==> src/design/grc_pkg.sv <==
// ---------------------------------------------------------------------------
// Grid route cost package
// Widths, register codes, reset values and control bundles.
// ---------------------------------------------------------------------------
package grc_pkg;

  localparam int MAX_SIDE  = 32;
  localparam int SIDE_W    = 6;
  localparam int COST_W    = 10;
  localparam int OUT_W     = 20;
  localparam int CFG_IDX_W = 2;

  localparam logic [CFG_IDX_W-1:0] CFG_SIDE     = 2'd0;
  localparam logic [CFG_IDX_W-1:0] CFG_STRAIGHT = 2'd1;
  localparam logic [CFG_IDX_W-1:0] CFG_CORNER   = 2'd2;

  localparam logic [SIDE_W-1:0] SIDE_RST     = 6'd32;
  localparam logic [COST_W-1:0] STRAIGHT_RST = 10'd100;
  localparam logic [COST_W-1:0] CORNER_RST   = 10'd500;
  localparam logic [OUT_W-1:0]  COST_MAX     = 20'hFFFFF;

  localparam logic [1:0] DIR_E = 2'd0;
  localparam logic [1:0] DIR_W = 2'd1;
  localparam logic [1:0] DIR_S = 2'd2;
  localparam logic [1:0] DIR_N = 2'd3;

  typedef struct packed {
    logic load;
    logic clr_start;
    logic clr_step;
    logic init;
    logic nb_skip;
    logic nb_issue;
    logic relax;
    logic pop;
    logic src_rd;
    logic base_lat;
    logic fin_start;
    logic fin_issue;
    logic fin_acc;
    logic out_load;
  } cmd_t;

  typedef struct packed {
    logic clr_last;
    logic nb_ok;
    logic e_last;
    logic q_empty;
    logic src_goal;
    logic fin_last;
    logic out_free;
  } sts_t;

  function automatic logic [OUT_W-1:0] sat_add(input logic [OUT_W-1:0] a,
                                               input logic [COST_W-1:0] b);
    logic [OUT_W:0] s;
    s = {1'b0, a} + (OUT_W+1)'(b);
    return s[OUT_W] ? COST_MAX : s[OUT_W-1:0];
  endfunction

endpackage

==> src/design/grc_ctrl.sv <==
// ---------------------------------------------------------------------------
// Grid route cost controller
// Sequences cell load, store clear, route relaxation and result hand-off.
// ---------------------------------------------------------------------------
module grc_ctrl (
  input  logic          clk_i,
  input  logic          rst_ni,
  input  logic          in_valid_i,
  input  logic          last_cell_i,
  input  grc_pkg::sts_t sts_i,
  output logic          in_ready_o,
  output grc_pkg::cmd_t cmd_o
);

  localparam logic [3:0] ST_IDLE = 4'd0;
  localparam logic [3:0] ST_CLR  = 4'd1;
  localparam logic [3:0] ST_NB   = 4'd2;
  localparam logic [3:0] ST_CHK  = 4'd3;
  localparam logic [3:0] ST_NEXT = 4'd4;
  localparam logic [3:0] ST_SRC  = 4'd5;
  localparam logic [3:0] ST_BASE = 4'd6;
  localparam logic [3:0] ST_FIN  = 4'd7;
  localparam logic [3:0] ST_FACC = 4'd8;
  localparam logic [3:0] ST_DONE = 4'd9;

  logic [3:0] state_q, state_d;

  always_comb begin
    state_d    = state_q;
    cmd_o      = '0;
    in_ready_o = 1'b0;
    case (state_q)
      ST_IDLE: begin
        in_ready_o = 1'b1;
        cmd_o.load = in_valid_i;
        if (in_valid_i && last_cell_i) begin
          cmd_o.clr_start = 1'b1;
          state_d         = ST_CLR;
        end
      end
      ST_CLR: begin
        cmd_o.clr_step = 1'b1;
        if (sts_i.clr_last) begin
          cmd_o.init = 1'b1;
          state_d    = ST_NB;
        end
      end
      ST_NB: begin
        if (sts_i.nb_ok) begin
          cmd_o.nb_issue = 1'b1;
          state_d        = ST_CHK;
        end else begin
          cmd_o.nb_skip = 1'b1;
          if (sts_i.e_last) begin
            state_d = ST_NEXT;
          end
        end
      end
      ST_CHK: begin
        cmd_o.relax = 1'b1;
        state_d     = sts_i.e_last ? ST_NEXT : ST_NB;
      end
      ST_NEXT: begin
        if (sts_i.q_empty) begin
          cmd_o.fin_start = 1'b1;
          state_d         = ST_FIN;
        end else begin
          cmd_o.pop = 1'b1;
          state_d   = ST_SRC;
        end
      end
      ST_SRC: begin
        cmd_o.src_rd = 1'b1;
        state_d      = ST_BASE;
      end
      ST_BASE: begin
        cmd_o.base_lat = 1'b1;
        state_d        = sts_i.src_goal ? ST_NEXT : ST_NB;
      end
      ST_FIN: begin
        cmd_o.fin_issue = 1'b1;
        state_d         = ST_FACC;
      end
      ST_FACC: begin
        cmd_o.fin_acc = 1'b1;
        state_d       = sts_i.fin_last ? ST_DONE : ST_FIN;
      end
      ST_DONE: begin
        if (sts_i.out_free) begin
          cmd_o.out_load = 1'b1;
          state_d        = ST_IDLE;
        end
      end
      default: begin
        state_d = ST_IDLE;
      end
    endcase
  end

  always_ff @(posedge clk_i or negedge rst_ni) begin
    if (!rst_ni) begin
      state_q <= ST_IDLE;
    end else begin
      state_q <= state_d;
    end
  end

endmodule

==> config.mk <==
export PLATFORM = sky130hd
export DESIGN_NAME = grc_ctrl
export DESIGN_NICKNAME = d
export VERILOG_FILES = /design/src/design/grc_pkg.sv /design/src/design/grc_ctrl.sv
export SDC_FILE = /design/constraint.sdc
export NUM_CORES = 1
export LEC_CHECK = 0
export ABC_CLOCK_PERIOD_IN_PS = 2000
export CORE_AREA = 2 2 39 41
export DETAILED_ROUTE_END_ITERATION = 6
export DIE_AREA = 0 0 41 43
export DONT_BUFFER_PORTS = 1
export REMOVE_ABC_BUFFERS = 1
export SLEW_MARGIN = 20
export SYNTH_ARGS = -nofsm -noshare
export SYNTH_HDL_FRONTEND = slang
export SYNTH_SLANG_ARGS = --single-unit
==> constraint.sdc <==
create_clock -name clk_i -period 2 [get_ports clk_i]
set_clock_uncertainty 0.2 [all_clocks]
set_input_delay 0.2 -clock clk_i [delete_from_list [all_inputs] [get_ports clk_i]]
set_output_delay 0.2 -clock clk_i [all_outputs]
set_load 0.01 [all_outputs]
==> metrics.txt, run 1 <==
status=finished, final reports clean; RSZ-0062 raised after global routing=false; via/cell ratio=6.07; synth unique cells=37; crit path max-delay cell type=dfrtp_1; routed wl met3=96 um; Reg2Reg Setup Slack=220 ps; Met2 Wirelength=615 um; Tot GR Track Use=16.0%; largest family of logic cells by synthesized area=simple AND/OR/NAND/NOR gates; Cell Area, Placed=551 um^2; top cells by area, synth=dfrtp_1, nor4b_1, and3_1, nor2_1, nor2b_1; die height=43 um; drt first-iter violations=2; Peak VDD IR=0.000520 V; total CTS buffers=3; synth warn=0; remaining antenna violation count=0; CP Cell Sequence=buf_4 > nor4_2 > and3_1; H-tree Lvls=1; post-synth design cell area=514 um^2; Worst Hold Class=in2reg; Port Buffers=0; period utilization=93.1%; DR vias=534; clk slew on worst S/H paths=40 ps; synthesized instance count=65; vias in the first global route=495; most common cell after layout, fill and taps aside=buf_4; share of cells above drive strength 1=26.4%; TritonCTS clock tree=built; synthesized area per cell=7.91 um^2; Slowest Stage Delay on Critical Path=420 ps; num rows=14; highest metal used=met3; Ant. Diodes=0; CTS Sinks=4; clk_lat worst skew=240 ps; GRT overflow=0; XOR/XNOR share of the synthesized area=0%; max-slew violation count=0; # setup viols final=0; DR WL/cell=14.4 um; biggest registers after layout=state_q: 4 flops; I/O pins=26; max reg flops=4; Fmax=0.537 GHz; Post-Layout Inst Area=628 um^2; worst hold slack=33.3 ps; Synth Area in Compound Gates=25.3%; Setup crit end kind=primary output; Met1 Routed Length=558 um; CORE AREA=0.00138 mm^2; setup TNS=0 ps; highest-count cells in the layout ignoring fill and taps=buf_4, nor2_1, dlygate4sd3_1, dfrtp_1; critical setup path kind=reg2out; die area=0.00176 mm^2; cell taking the most area after synthesis=dfrtp_1; Largest Register=state_q; Pleak=0.253 nW; chip width=41 um; detailed-placement wirelength estimate=976 um; Remaining DRCs=0; final WL=1.27 mm; post-synthesis register bit count=4; slew margin rel.=65.1%; final hold vios=0; clock root buffer=clkbuf_4; fillers=147; adder-cell share of the synthesized area=0%; max cap viols=0; Crit path arrival time=1460 ps; startpoint types=flop; initial antenna violation count=0; Starting Density=37.2%; pin count of the biggest net entering global routing=20; Area growth syn-to-layout=22.1%; Tmin final=1860 ps; worst-path maximum fanout=16; CP required=1600 ps; Longest Clk Path Bufs=2; first-pass GRT wire length=1.98 mm; router iterations before antenna repair=2; fin nets=85; Synth Area in Simple Gates=44.5%; Seq/Total Area, Yosys=19.5%; Yosys top cell area share=19.5%; Core Util, Final=45.4%; GPL Wtd Cong=0.753; post-synthesis mux area share=2.19%; worst slew pin tran=519 ps; PD cells=1310 mW/mm^2
[cells in the mapped netlist, drive strengths merged]
cell / count
o21bai: 2
nand2: 4
a32oi: 1
o211ai: 1
and2: 1
nand2b: 1
nor2b: 3
nor4: 3
a31oi: 1
o32ai: 2
o221ai: 1
or3b: 2
nor2: 5
a211o: 1
nor3: 3
or3: 2
mux2: 1
nor3b: 1
a311oi: 1
or4b: 1
buf: 4
nor4bb: 1
dfrtp: 4
a21boi: 1
o31ai: 1
nand4: 1
a21o: 1
clkbuf: 3
and3b: 2
and3: 3
o311ai: 1
o21ai: 1
inv: 2
nor4b: 3
[where the power goes]
group          internal, mW  switching [mW]  total, mW  leakage [nW]
clock network        0.0673          0.0359      0.103        0.0138
registers             0.113          0.0387      0.152        0.0516
logic                 0.255           0.316      0.570         0.187
total                 0.435           0.390      0.825         0.253
[critical path, delay by kind of cell (launching register included)]
kind	cells	cell delay, ps
buffers and inverters	1	210
DFF	1	420
and+or+nand+nor	2	590
[cells by family after synthesis]
group                  Yosys count
AO/OA/AOI/OAI                   15
buffers and inverters            9
flip-flops                       4
multiplexers                     1
AND/OR/NAND/NOR                 36
[layer usage]
metal,global-route usage (%),up-vias
met5,0,-
met4,3.33,0
met3,6.28,0
met2,24.7,19
met1,20.4,248
li1,-,267
[stage by stage]
stage / instances / power (mW) / setup WS (ps)
3_5_place_dp: 81 / 0.699 / 223
3_3_place_gp: 81 / 0.694 / 238
4_1_cts: 88 / 0.814 / 14.0
2_1_floorplan: 58 / 0.539 / 198
6_report: 88 / 0.825 / 138
5_1_grt: 88 / 0.906 / 25.5
[layout make-up]
cell class | instances | area (um^2) | area share [%]
flip-flops and latches | 4 | 100 | 15.9
inverters | 2 | 7.51 | 1.20
repair buffers | 11 | 92.6 | 14.7
clock buffers | 3 | 22.5 | 3.59
well taps | 16 | 20.0 | 3.19
multi-input cells | 52 | 385 | 61.4
[path summary, 6_finish.rpt]
path                                     endpoint                   start  cells past startpoint
max                                     cmd_o[12]  state_q[1]$_DFFE_PN0P_                      3
min                        state_q[0]$_DFFE_PN0P_                sts_i[6]                      2
max reg2reg                state_q[3]$_DFFE_PN0P_  state_q[1]$_DFFE_PN0P_                      4
min reg2reg                state_q[2]$_DFFE_PN0P_  state_q[3]$_DFFE_PN0P_                      2
max in group asynchronous  state_q[2]$_DFFE_PN0P_                  rst_ni                      1
min in group asynchronous  state_q[0]$_DFFE_PN0P_                  rst_ni                      1
[what timing repair did]
| item | CTS | global route |
|---|---|---|
| gates resized for setup | 0 | 4 |
| hold endpoints to repair | 7 | 0 |
| hold buffers | 4 | 0 |
| endpoints found under the setup margin | 0 | 5 |
| buffers inserted | 0 | 0 |
(Power assumes the default switching activity.)
==> inputs of run 2 (changes only) <==
--- a/config.mk
+++ b/config.mk
@@ -7,3 +7,3 @@
 export LEC_CHECK = 0
-export ABC_CLOCK_PERIOD_IN_PS = 2000
+export ABC_CLOCK_PERIOD_IN_PS = 2100
 export CORE_AREA = 2 2 39 41
==> constraint.sdc (replaced) <==
create_clock -name clk_i -period 2.1 [get_ports clk_i]
set_clock_uncertainty 0.2 [all_clocks]
set_input_delay 0.21 -clock clk_i [delete_from_list [all_inputs] [get_ports clk_i]]
set_output_delay 0.21 -clock clk_i [all_outputs]
set_load 0.05 [all_outputs]
==> metrics.txt, run 2 (same netlist as run 1, synthesis figures left out) <==
TritonCTS clock tree=built; Fmax=0.493 GHz; Largest Register=state_q; max cap viols=0 (unchanged); number of cells on the critical path=3 (unchanged); GPL Wtd Cong=0.824 (+9.5%); Clock Power Share=8.8% (-3.7 points); critical setup path kind=reg2out; share of cells above drive strength 1=40.0% (+14 points); chip width=41 um (unchanged); pre-CTS setup slack=234 ps (+11.8 ps); Remaining DRCs=0 (unchanged); H-tree Lvls=1 (unchanged); pin count of the biggest net entering global routing=16 (-20%); cell family with most CP delay=simple AND/OR/NAND/NOR gates; status=finished, final reports clean; Ant. Diodes=0 (unchanged); Starting Density=37.2% (unchanged); Longest Clk Path Bufs=2 (unchanged); remaining antenna violation count=0 (unchanged); clock root buffer=clkbuf_4; total CTS buffers=3 (unchanged); max-slew violation count=0 (unchanged); vias in the first global route=499 (+0.81%); Comb power frac=74.6% (+5.5 points); Core Util, Final=55.4% (+10 points); Crit path arrival time=1620 ps (+160 ps); worst slew pin tran=360 ps (-159 ps); Setup crit end kind=primary output; worst-path maximum fanout=9 (-7); most common cell after layout, fill and taps aside=buf_4; max reg flops=4 (unchanged); Peak VDD IR=0.00104 V (+99%); biggest registers after layout=state_q: 4 flops; I/O pins=26 (unchanged); drt first-iter violations=15 (+13); period utilization=96.5%; startpoint types=flop; # setup viols final=0 (unchanged); final hold vios=0 (unchanged); die area=0.00176 mm^2 (unchanged); highest-count cells in the layout ignoring fill and taps=buf_4, nor2_1, nand2_1, dlygate4sd3_1; CP required=1690 ps (+90 ps); initial antenna violation count=0 (unchanged); Crit path buffers/inverters=1 (unchanged); slew margin rel.=75.8% (+11 points); number of buffers added for setup after CTS=0 (unchanged); first-pass GRT wire length=2.14 mm (+8.0%); clk slew on worst S/H paths=40 ps (about the same); Port Buffers=0 (unchanged); sw frac=55.1% (+7.8 points); Tmin final=2030 ps; final WL=1.43 mm (+13%); Worst Hold Class=in2async; crit path max-delay cell type=or4b_4; Area growth syn-to-layout=49.1%; Net Switching=0.620 mW (+59%); GRT overflow=0 (unchanged); RSZ-0062 raised after global routing=false; router iterations before antenna repair=4 (+2); fin nets=98 (+15%); num rows=14 (unchanged); CTS Sinks=4 (unchanged); die height=43 um (unchanged); Pleak=0.329 nW (+30%); clk_lat worst skew=240 ps (about the same); Slowest Stage Delay on Critical Path=600 ps (+180 ps); Flop pwr share=16.6% (-1.8 points); Tot GR Track Use=16.8% (+0.84 points); final setup margin=72.6 ps (-65.6 ps); PD cells=1470 mW/mm^2 (+12%); detailed-placement wirelength estimate=1.04 mm (+7.0%); worst r2r path cells=3 (-1); DR vias=604 (+13%); DR WL/cell=14.2 um (-1.9%); CP Cell Sequence=or4b_4 > nor2_1 > buf_4; via/cell ratio=5.98 (-1.4%); CORE AREA=0.00138 mm^2 (unchanged); P_int=0.505 mW (+16%)
-- run 2: cell types whose count changed in the layout (fill, tap and decap cells not counted), moves of 2 or more --
| cell | change |
|---|---|
| nor4_2 | +2 |
| buf_4 | +11 |
| nor4_1 | -2 |
| buf_12 | +2 |
-- run 2: power by group through the flow --
stage | combinational [mW] | clock, mW | sequential (mW)
6_report | 0.839 | 0.0995 | 0.187
5_1_grt | 0.890 | 0.107 | 0.197
4_1_cts | 0.841 | 0.104 | 0.184
3_5_place_dp | 0.831 | 0 | 0.185
3_3_place_gp | 0.820 | 0 | 0.182
2_1_floorplan | 0.525 | 0 | 0.201
-- run 2: worst paths after layout --
kind,startpoint,to,slack [ps]
max,state_q[0]$_DFFE_PN0P_,cmd_o[8],70
min,rst_ni,state_q[0]$_DFFE_PN0P_,40
max reg2reg,state_q[0]$_DFFE_PN0P_,state_q[3]$_DFFE_PN0P_,230
min reg2reg,state_q[0]$_DFFE_PN0P_,state_q[0]$_DFFE_PN0P_,510
max in group asynchronous,rst_ni,state_q[2]$_DFFE_PN0P_,1480
min in group clk_i,sts_i[5],state_q[2]$_DFFE_PN0P_,50
-- run 2: final cells by class --
class | count | area [um^2]
timing repair buffer | 24 | 215
inverter | 2 | 7.51
clock buffer | 3 | 22.5
fill | 130 | 617
sequential | 4 | 101
multi-input combinational | 52 | 400
tap | 16 | 20.0
-- run 2: layer usage --
layer | GRT usage [%] | up-vias | share of wire, % | wire, um
met5 | 0 | - | 0 | 0
met4 | 0 | 0 | 0 | 0
met3 | 3.66 | 0 | 7.0 | 100
met2 | 25.0 | 23 | 48 | 681
met1 | 26.1 | 285 | 45 | 649
li1 | - | 296 | - | -
-- run 2: metrics by stage --
step	cell area [um^2]	hold WS, ps	TNS (ps)	power (mW)	instances
2_1_floorplan	478	-286	-4980	0.726	58
3_3_place_gp	703	-286	0	1.00	94
3_5_place_dp	703	-286	0	1.02	94
4_1_cts	766	36.1	0	1.13	101
5_1_grt	767	51.6	0	1.19	101
6_report	767	36.3	0	1.13	101
-- run 2: worst reg2reg max path, stage by stage (launching register included) --
cell and delay (ps):
dfrtp_1 470, or4b_4 600, nor3_1 310, o32ai_1 150
-- run 2: repair_timing --
action / in CTS / in global routing
hold buffers: 4 / 0
gates resized for setup: 0 / 1
hold endpoints to repair: 7 / 0
setup endpoints to repair: 0 / 3
